`src/tlnf_pkg.sv`:
```
`timescale 1ns / 1ps
package tlnf_pkg;

   localparam int FlagNonblank = 0;
   localparam int FlagDollar   = 1;
   localparam int FlagAll      = 2;
   localparam int FlagSqueeze  = 3;
   localparam int FlagTabs     = 4;
   localparam int FlagsWidth   = 5;

   localparam int QueueDepth   = 2;

   localparam logic [7:0] CHAR_NL       = 8'h0A;
   localparam logic [7:0] CHAR_TAB      = 8'h09;
   localparam logic [7:0] CHAR_SPACE    = 8'h20;
   localparam logic [7:0] CHAR_CARET    = 8'h5E;
   localparam logic [7:0] CHAR_LETTER_I = 8'h49;
   localparam logic [7:0] CHAR_DOLLAR   = 8'h24;
   localparam logic [7:0] CHAR_ZERO     = 8'h30;

   localparam logic [3:0] BCD_NINE      = 4'd9;

   typedef struct packed {
      logic       number;
      logic       tab_esc;
      logic       dollar;
      logic [7:0] ch;
   } tlnf_item_type;

   typedef enum logic [3:0] {
      PH_BEGIN,
      PH_PAD,
      PH_DIGIT,
      PH_SP1,
      PH_SP2,
      PH_CARET,
      PH_LETTER_I,
      PH_DOLLAR,
      PH_CHAR
   } tlnf_phase_type;

endpackage

```
`src/tlnf_front.sv`:
```
`timescale 1ns / 1ps
module tlnf_front #(
   parameter int NUMBER_DIGITS = 7,
   parameter int SIG_W         = 3
) (
   input  logic                                  clock,
   input  logic                                  reset,
   input  logic [tlnf_pkg::FlagsWidth-1:0]       flags,
   input  logic                                  req_push,
   input  logic [7:0]                            req_in_byte,
   output logic                                  req_full,
   input  logic                                  q_full,
   output logic                                  q_push,
   output tlnf_pkg::tlnf_item_type               q_item,
   output logic [SIG_W-1:0]                      q_sig,
   output logic [NUMBER_DIGITS-1:0][3:0]         q_digits
);
   import tlnf_pkg::*;

   logic [NUMBER_DIGITS-1:0][3:0] line_count_ff, line_count_in, line_inc;
   logic [1:0]                    newline_run_ff, newline_run_in, run_inc;
   logic                          accept, is_nl, drop, number, carry;
   logic [SIG_W-1:0]              sig;

   always_comb begin
      accept  = req_push && !q_full;
      is_nl   = (req_in_byte == CHAR_NL);
      run_inc = (newline_run_ff == 2'd3) ? 2'd3 : newline_run_ff + 2'd1;
      drop    = 1'b0;
      number  = 1'b0;
      newline_run_in = newline_run_ff;
      if (accept) begin
         if (is_nl) begin
            newline_run_in = run_inc;
            drop   = flags[FlagSqueeze] && (run_inc > 2'd2);
            number = !drop && flags[FlagAll] && (run_inc > 2'd1);
         end else begin
            newline_run_in = 2'd0;
            number = (flags[FlagNonblank] || flags[FlagAll]) && (newline_run_ff != 2'd0);
         end
      end

      // count of significant digits, at least one
      sig = SIG_W'(1);
      for (int i = 1; i < NUMBER_DIGITS; i++) begin
         if (line_count_ff[i] != 4'd0) sig = SIG_W'(i + 1);
      end

      // bcd increment, wraps to zero after all nines
      carry = 1'b1;
      for (int i = 0; i < NUMBER_DIGITS; i++) begin
         if (carry && line_count_ff[i] == BCD_NINE) begin
            line_inc[i] = 4'd0;
         end else if (carry) begin
            line_inc[i] = line_count_ff[i] + 4'd1;
            carry = 1'b0;
         end else begin
            line_inc[i] = line_count_ff[i];
         end
      end

      line_count_in = number ? line_inc : line_count_ff;

      q_push         = accept && !drop;
      q_item.number  = number;
      q_item.tab_esc = (req_in_byte == CHAR_TAB) && flags[FlagTabs];
      q_item.dollar  = is_nl && flags[FlagDollar];
      q_item.ch      = req_in_byte;
      q_sig          = sig;
      q_digits       = line_count_ff;
      req_full       = q_full;
   end

   always_ff @(posedge clock) begin
      if (reset) begin
         line_count_ff    <= (4 * NUMBER_DIGITS)'(1);
         newline_run_ff   <= 2'd1;
      end else begin
         line_count_ff    <= line_count_in;
         newline_run_ff   <= newline_run_in;
      end
   end

endmodule

```
`src/tlnf_queue.sv`:
```
`timescale 1ns / 1ps
module tlnf_queue #(
   parameter int DATA_W = 8
) (
   input  logic              clock,
   input  logic              reset,
   input  logic              push,
   input  logic [DATA_W-1:0] push_data,
   output logic              full,
   input  logic              pop,
   output logic [DATA_W-1:0] head_data,
   output logic              head_valid
);
   import tlnf_pkg::*;

   localparam int PTR_W = (QueueDepth > 1) ? $clog2(QueueDepth) : 1;
   localparam int CNT_W = $clog2(QueueDepth + 1);

   logic [DATA_W-1:0] mem_ff [QueueDepth];
   logic [PTR_W-1:0]  wr_ptr_ff, wr_ptr_in, rd_ptr_ff, rd_ptr_in;
   logic [CNT_W-1:0]  count_ff, count_in;
   logic              push_ok, pop_ok;

   always_comb begin
      full       = (count_ff == CNT_W'(QueueDepth));
      head_valid = (count_ff != '0);
      head_data  = mem_ff[rd_ptr_ff];
      push_ok    = push && !full;
      pop_ok     = pop && head_valid;
      wr_ptr_in  = wr_ptr_ff;
      rd_ptr_in  = rd_ptr_ff;
      if (push_ok) begin
         wr_ptr_in = (wr_ptr_ff == PTR_W'(QueueDepth - 1)) ? '0 : wr_ptr_ff + PTR_W'(1);
      end
      if (pop_ok) begin
         rd_ptr_in = (rd_ptr_ff == PTR_W'(QueueDepth - 1)) ? '0 : rd_ptr_ff + PTR_W'(1);
      end
      count_in = count_ff + CNT_W'(push_ok) - CNT_W'(pop_ok);
   end

   always_ff @(posedge clock) begin
      if (reset) begin
         wr_ptr_ff <= '0;
         rd_ptr_ff <= '0;
         count_ff  <= '0;
      end else begin
         wr_ptr_ff <= wr_ptr_in;
         rd_ptr_ff <= rd_ptr_in;
         count_ff  <= count_in;
      end
   end

   always_ff @(posedge clock) begin
      if (push_ok) mem_ff[wr_ptr_ff] <= push_data;
   end

endmodule

```
`src/tlnf_back.sv`:
```
`timescale 1ns / 1ps
module tlnf_back #(
   parameter int NUMBER_DIGITS      = 7,
   parameter int NUMBER_FIELD_WIDTH = 6,
   parameter int SIG_W              = 3
) (
   input  logic                          clock,
   input  logic                          reset,
   input  logic                          head_valid,
   input  tlnf_pkg::tlnf_item_type       head_item,
   input  logic [SIG_W-1:0]              head_sig,
   input  logic [NUMBER_DIGITS-1:0][3:0] head_digits,
   output logic                          head_pop,
   output logic                          rsp_empty,
   input  logic                          rsp_pop,
   output logic [7:0]                    rsp_out_byte,
   output logic                          rsp_last_of_run
);
   import tlnf_pkg::*;

   localparam int MAX_W  = (NUMBER_DIGITS > NUMBER_FIELD_WIDTH) ?
                           NUMBER_DIGITS : NUMBER_FIELD_WIDTH;
   localparam int CNT_W  = $clog2(MAX_W + 1);
   localparam int DIDX_W = $clog2(NUMBER_DIGITS);

   tlnf_phase_type phase_ff, phase_in, cur_phase, next_phase, body_first;
   logic [CNT_W-1:0] cnt_ff, cnt_in, cur_cnt, next_cnt, sig_w;
   logic             emit, last;
   logic [7:0]       byte_out;
   logic             out_valid_ff;
   logic [7:0]       out_byte_ff;
   logic             out_last_ff;

   always_comb begin
      sig_w = CNT_W'(head_sig);
      priority if (head_item.tab_esc) body_first = PH_CARET;
      else if (head_item.dollar)      body_first = PH_DOLLAR;
      else                            body_first = PH_CHAR;

      // a fresh head item picks its first phase here
      cur_phase = phase_ff;
      cur_cnt   = cnt_ff;
      if (phase_ff == PH_BEGIN) begin
         if (!head_item.number) begin
            cur_phase = body_first;
         end else if (sig_w < CNT_W'(NUMBER_FIELD_WIDTH)) begin
            cur_phase = PH_PAD;
            cur_cnt   = sig_w;
         end else begin
            cur_phase = PH_DIGIT;
            cur_cnt   = sig_w - CNT_W'(1);
         end
      end

      byte_out   = CHAR_SPACE;
      next_phase = cur_phase;
      next_cnt   = cur_cnt;
      last       = 1'b0;
      unique case (cur_phase)
         PH_PAD: begin
            byte_out = CHAR_SPACE;
            if (cur_cnt == CNT_W'(NUMBER_FIELD_WIDTH - 1)) begin
               next_phase = PH_DIGIT;
               next_cnt   = sig_w - CNT_W'(1);
            end else begin
               next_cnt   = cur_cnt + CNT_W'(1);
            end
         end
         PH_DIGIT: begin
            byte_out = CHAR_ZERO + {4'd0, head_digits[cur_cnt[DIDX_W-1:0]]};
            if (cur_cnt == '0) next_phase = PH_SP1;
            else               next_cnt   = cur_cnt - CNT_W'(1);
         end
         PH_SP1: begin
            byte_out   = CHAR_SPACE;
            next_phase = PH_SP2;
         end
         PH_SP2: begin
            byte_out   = CHAR_SPACE;
            next_phase = body_first;
         end
         PH_CARET: begin
            byte_out   = CHAR_CARET;
            next_phase = PH_LETTER_I;
         end
         PH_LETTER_I: begin
            byte_out = CHAR_LETTER_I;
            last     = 1'b1;
         end
         PH_DOLLAR: begin
            byte_out   = CHAR_DOLLAR;
            next_phase = PH_CHAR;
         end
         PH_CHAR: begin
            byte_out = head_item.ch;
            last     = 1'b1;
         end
         PH_BEGIN: begin
            byte_out = head_item.ch;
            last     = 1'b1;
         end
      endcase

      emit     = head_valid && (!out_valid_ff || rsp_pop);
      head_pop = emit && last;
      phase_in = phase_ff;
      cnt_in   = cnt_ff;
      if (emit) begin
         phase_in = last ? PH_BEGIN : next_phase;
         cnt_in   = next_cnt;
      end
   end

   always_ff @(posedge clock) begin
      if (reset) begin
         phase_ff <= PH_BEGIN;
         cnt_ff   <= '0;
      end else begin
         phase_ff <= phase_in;
         cnt_ff   <= cnt_in;
      end
   end

   always_ff @(posedge clock) begin
      if (reset) begin
         out_valid_ff <= 1'b0;
      end else if (emit) begin
         out_valid_ff <= 1'b1;
      end else if (rsp_pop) begin
         out_valid_ff <= 1'b0;
      end
   end

   always_ff @(posedge clock) begin
      if (emit) begin
         out_byte_ff <= byte_out;
         out_last_ff <= last;
      end
   end

   assign rsp_empty       = !out_valid_ff;
   assign rsp_out_byte    = out_byte_ff;
   assign rsp_last_of_run = out_last_ff;

endmodule

```
`src/text_line_number_formatter_unit.sv`:
```
`timescale 1ns / 1ps
// cat-style output formatter: text bytes go in one per transaction and the
// formatted run comes out one byte per transaction, last_of_run marking the
// final byte of each run. With no expansion, bytes flow at one per clock while
// the output is popped; a run's first byte reaches the result ports through the
// queue and the output register after its input is accepted. The back end's
// sequencer emits one output byte per cycle unless its output register is full
// and not popped; a numbered line adds max(NUMBER_FIELD_WIDTH, digits) + 2 bytes
// to the run, "^I" and "$\n" add one. A newline dropped by squeeze gives no
// output and never enters the queue. A two-entry queue between the classifier
// and the sequencer lets input continue while a run is expanding.
// Write format_flags only while the block is idle.
module text_line_number_formatter_unit #(
   parameter int NUMBER_DIGITS      = 7,
   parameter int NUMBER_FIELD_WIDTH = 6
) (
   input  logic                            clock,
   input  logic                            reset,
   input  logic                            req_push,
   input  logic [7:0]                      req_in_byte,
   output logic                            req_full,
   output logic                            rsp_empty,
   input  logic                            rsp_pop,
   output logic [7:0]                      rsp_out_byte,
   output logic                            rsp_last_of_run,
   input  logic                            csr_write_en,
   input  logic [tlnf_pkg::FlagsWidth-1:0] csr_format_flags
);
   import tlnf_pkg::*;

   localparam int SIG_W  = $clog2(NUMBER_DIGITS + 1);
   localparam int ITEM_W = $bits(tlnf_item_type);
   localparam int DATA_W = ITEM_W + SIG_W + 4 * NUMBER_DIGITS;

   logic [FlagsWidth-1:0]         flags_ff;
   logic                          q_full, q_push, q_pop, q_valid;
   tlnf_item_type                 f_item, h_item;
   logic [SIG_W-1:0]              f_sig, h_sig;
   logic [NUMBER_DIGITS-1:0][3:0] f_digits, h_digits;
   logic [DATA_W-1:0]             q_wdata, q_rdata;

   always_ff @(posedge clock) begin
      if (reset) begin
         flags_ff <= '0;
      end else if (csr_write_en) begin
         flags_ff <= csr_format_flags;
      end
   end

   tlnf_front #(
      .NUMBER_DIGITS(NUMBER_DIGITS),
      .SIG_W        (SIG_W)
   ) u_front (
      .clock      (clock),
      .reset      (reset),
      .flags      (flags_ff),
      .req_push   (req_push),
      .req_in_byte(req_in_byte),
      .req_full   (req_full),
      .q_full     (q_full),
      .q_push     (q_push),
      .q_item     (f_item),
      .q_sig      (f_sig),
      .q_digits   (f_digits)
   );

   assign q_wdata = {f_item, f_sig, f_digits};
   assign {h_item, h_sig, h_digits} = q_rdata;

   tlnf_queue #(
      .DATA_W(DATA_W)
   ) u_queue (
      .clock     (clock),
      .reset     (reset),
      .push      (q_push),
      .push_data (q_wdata),
      .full      (q_full),
      .pop       (q_pop),
      .head_data (q_rdata),
      .head_valid(q_valid)
   );

   tlnf_back #(
      .NUMBER_DIGITS     (NUMBER_DIGITS),
      .NUMBER_FIELD_WIDTH(NUMBER_FIELD_WIDTH),
      .SIG_W             (SIG_W)
   ) u_back (
      .clock          (clock),
      .reset          (reset),
      .head_valid     (q_valid),
      .head_item      (h_item),
      .head_sig       (h_sig),
      .head_digits    (h_digits),
      .head_pop       (q_pop),
      .rsp_empty      (rsp_empty),
      .rsp_pop        (rsp_pop),
      .rsp_out_byte   (rsp_out_byte),
      .rsp_last_of_run(rsp_last_of_run)
   );

   // a run never breaks up: the next byte follows the popped one at once
   assert property (@(posedge clock) disable iff (reset)
      (!rsp_empty && rsp_pop && !rsp_last_of_run) |=> !rsp_empty)
      else $error("output run broke before its last byte");

   // nothing appears at the output without a queued item
   assert property (@(posedge clock) disable iff (reset)
      (!q_valid && rsp_empty) |=> rsp_empty)
      else $error("output byte with no queued item");

   // a finished run with nothing queued leaves the output empty
   assert property (@(posedge clock) disable iff (reset)
      (!rsp_empty && rsp_pop && !q_valid) |=> rsp_empty)
      else $error("output stayed valid with nothing to send");

   // the sequencer only pops the queue on a final byte
   assert property (@(posedge clock) disable iff (reset)
      q_pop |=> (!rsp_empty && rsp_last_of_run))
      else $error("queue popped without a final byte");

endmodule

```
`config.mk`:
```
export PLATFORM = sky130hd
export DESIGN_NAME = text_line_number_formatter_unit
export DESIGN_NICKNAME = d
export VERILOG_FILES = /design/src/tlnf_pkg.sv /design/src/tlnf_front.sv /design/src/tlnf_queue.sv /design/src/tlnf_back.sv /design/src/text_line_number_formatter_unit.sv
export SDC_FILE = /design/constraint.sdc
export NUM_CORES = 1
export LEC_CHECK = 0
export ABC_CLOCK_PERIOD_IN_PS = 3650
export BUFFER_PORTS_ARGS = -buffer_cell sky130_fd_sc_hd__buf_2
export CAP_MARGIN = 5
export CELL_PAD_IN_SITES_DETAIL_PLACEMENT = 1
export CELL_PAD_IN_SITES_GLOBAL_PLACEMENT = 2
export CORE_ASPECT_RATIO = 1.5
export CORE_MARGIN = 2
export CORE_UTILIZATION = 42
export DETAILED_ROUTE_END_ITERATION = 10
export PLACE_DENSITY_LB_ADDON = 0.1
export REMOVE_ABC_BUFFERS = 1
export SYNTH_ARGS = -nofsm -noshare
export SYNTH_HDL_FRONTEND = slang
export SYNTH_HIERARCHICAL = 1
export SYNTH_SLANG_ARGS = --single-unit
```
`constraint.sdc`:
```
create_clock -name clock -period 3.65 [get_ports clock]
set_input_delay 0.73 -clock clock [delete_from_list [all_inputs] [get_ports clock]]
set_output_delay 0.73 -clock clock [all_outputs]
set_load 0.005 [all_outputs]
```
==> impl_metrics.py <==
metrics = {
    "placement": {
        "dpl.hpwl_um": 13800,
        "io_buffers": 28,
        "gp_congestion": 0.836,
    },
    "layout": {
        "area_delta_synth_final_pct": 11.8,
        "nets": 726,
        "fin_util": 0.478,
        "fill_cells": 1858,
        "diodes": 0,
        "drive_above_1_share": 0.223,
    },
    "outcome": {
        "status": "complete, no violations",
    },
    "die": {
        "die-area_mm2": 0.0187,
        "dieHeight_um": 166,
        "core.rowCount": 59,
        "coreArea_mm2": 0.0173,
        "top_level_ports": 29,
        "start_util": 0.428,
        "die_w_um": 112,
    },
    "setup_path": {
        "ff2ff_path_depth": 14,
        "crit_path_end": "u_queue/count_ff[1]$_SDFF_PP0_",
        "path_class": "flop to flop",
        "rr_endpoint": "u_queue/count_ff[1]$_SDFF_PP0_",
        "end_kind": "flop",
        "startpoint_type": "flop",
        "worst_ep_required_time_ns": 4.00,
        "critPathArrivalTime_ns": 3.48,
        "r2r_slack_ns": 0.52,
        "path_max_fanout": 40,
    },
    "detailed_routing": {
        "dr_total_vias": 5228,
        "firstDrtPassIters": 4,
        "vias_per_cell": 5.75,
        "wl_per_cell_um": 20.7,
        "routed_wl_um": 18800,
        "ant_nets": 0,
        "drc": 0,
        "drtIter0Drc": 189,
    },
    "power": {
        "pwr-share-seq": 0.355,
        "p_clk_frac": 0.276,
        "switchingPower_w": 0.00224,
        "leakagePower_nw": 3.17,
        "total_power_w": 0.00622,
        "p_int_w": 0.00399,
        "ir_drop_v": 0.000439,
        "pwr-share-comb": 0.369,
        "powerDensity_mw_per_mm2": 753,
        "swShare": 0.359,
    },
    "timing": {
        "finalSetupViolCount": 0,
        "rsz0062_at_grt": "false",
        "setup_tns_ns": 0,
        "clock.fmax_mhz": 319,
        "final-max-slew-violation-count": 0,
        "hold_viol": 0,
        "timing.final.crit_period_ns": 3.13,
        "period_share": 0.858,
        "finClkSkew_ns": 0.0150,
        "slew_headroom": 0.576,
        "tightest_slew_ns": 0.636,
    },
    "yosys": {
        "ys_types": 95,
        "ys_seq_elements": 141,
        "synth_area_mm2": 0.00739,
        "synth_top_area_share": 0.378,
        "synth.area.top_cells": "edfxtp_1 (38%), dfxtp_1 (13%), mux2_2 (6.7%)",
        "synth_flop_cell": "edfxtp_1",
        "syn_avg_cell_area_um2": 11.2,
        "synth_seq_area_share": 0.508,
        "ys_warn_count": 6,
        "async_flop_share": 0,
        "synth_cells": 659,
        "synth_enable_flop_cells": 93,
        "yosys.area.top_type": "edfxtp_1",
    },
    "clock_network": {
        "path_clk_slew_ns": 0.06,
        "h-tree-depth": 4,
        "cts_hold_buf": 0,
        "ctsResizeCount": 0,
        "clock_latency_ns": 0.43,
        "cts_buffer_depth": 2,
        "cts_setup_buffers": 0,
        "numCtsBuffers": 17,
        "cts_root_buffer": "clkbuf_16",
        "tritoncts": "built",
        "clock_sinks": 141,
    },
    "global_route": {
        "grt_pass1_wl_um": 30200,
        "antenna_found_initial": 0,
        "overflow": 0,
        "grt_pass1_vias": 5646,
        "track_usage": 0.209,
        "grt_max_degree": 43,
    },
    "min_path": {
        "hold_class": "flop to flop",
        "min_from": "flags_ff[1]$_SDFFE_PP0P_",
    },
    "job": {
        "drv_cap": 0,
    },
}
state kept, by name, summed over array words and instances (netlist names), 2 cells and up, named ones only:
name	cells
u_queue/mem_ff	84
u_front/q_digits	28
u_back/phase_ff	4
flags_ff	5
u_queue/count_ff	2
u_back/cnt_ff	3
u_front/newline_run_ff	2
u_back/rsp_out_byte	8
layer usage:
metal  vias to the layer above  global-route usage  wire (um)
met4                         0              0.0891        485
met5                         -                   0          0
met3                        35              0.0397        456
met1                      2622               0.224       7180
met2                        78               0.394      10700
li1                       2493                   -          -
cells in the mapped netlist, types with 12 or more instances:
| library cell | number |
|---|---|
| edfxtp_1 | 93 |
| dfxtp_1 | 48 |
| mux2_2 | 44 |
| a21oi_1 | 43 |
| nor2_1 | 42 |
| nand2_1 | 40 |
| inv_1 | 30 |
| nand3_1 | 28 |
| ha_1 | 25 |
| o21ai_0 | 19 |
| mux2i_1 | 14 |
| buf_2 | 13 |
| nor3_1 | 13 |
| nand2b_1 | 12 |
final cells by class:
cell class,instances,area (um^2),share of cell area
sequential,141,3750,0.454
multi-input combinational,449,3280,0.397
clock buffer,22,487,0.0589
tap,213,267,0.0322
timing repair buffer,40,243,0.0294
inverter,34,133,0.0160
clock inverter,10,98.8,0.0120
per-stage QoR:
stage	setup WS [ns]	cell area (um^2)	hold WS [ns]	std cells
finish	0.518	8260	0.488	909
global route	0.199	8260	0.505	909
CTS	0.473	8260	0.497	909
detailed placement	0.495	7680	0.483	877
global placement	0.562	7680	0.475	877
floorplan	-0.117	7170	0.451	624
power by group through the flow:
stage	registers, W	clock network (W)	logic (W)
after detailed placement	0.00224	0	0.00229
after floorplan	0.00223	0	0.00150
after global placement	0.00223	0	0.00226
final	0.00221	0.00172	0.00230
after CTS	0.00221	0.00176	0.00231
after global routing	0.00224	0.00182	0.00250
worst max-delay path, cell delays in order (launching register included):
cell and delay (ns):
dfxtp_2 0.37, buf_12 0.25, mux2_2 0.49, nand3_1 0.24, a211oi_2 0.12, o21a_2 0.26, o21ai_2 0.20, nor2_1 0.06
o21a_1 0.15, ha_1 0.27, inv_1 0.04, ha_1 0.17, xor2_1 0.15, and2_1 0.16, nor3_1 0.11
kinds of logic after synthesis:
group	Yosys count	share of synthesized area
xor gates and xnor gates	7	0.00830
DFF	141	0.508
AOI/OAI and AO/OA	138	0.130
adders and majority gates	25	0.0423
buffers and inverters	69	0.0481
and+or+nand+nor	218	0.171
muxes	61	0.0921
worst min path at each step:
stage,slack (ns),end,depth (start not counted)
4_1_cts,0.50,flags_ff[1]$_SDFFE_PP0P_,2
6_report,0.49,flags_ff[1]$_SDFFE_PP0P_,2
3_5_place_dp,0.48,flags_ff[1]$_SDFFE_PP0P_,2
5_1_grt,0.50,u_queue/mem_ff[0][32]$_DFFE_PP_,1
3_3_place_gp,0.48,flags_ff[1]$_SDFFE_PP0P_,2
2_1_floorplan,0.45,u_queue/wr_ptr_ff$_SDFFE_PP0P_,2
placed cells by master (no fill, tap or decap), types with 11 or more instances in the layout:
master	instances
a21oi_1	43
buf_2	28
buf_4	11
clkbuf_16	19
dfxtp_1	47
edfxtp_1	93
ha_1	25
inv_1	30
mux2_2	44
mux2i_1	14
nand2_1	40
nand2b_1	12
nand3_1	28
nor2_1	42
nor3_1	13
o21ai_0	19
or3_1	11
No activity file was read; power rests on OpenSTA's default activity.
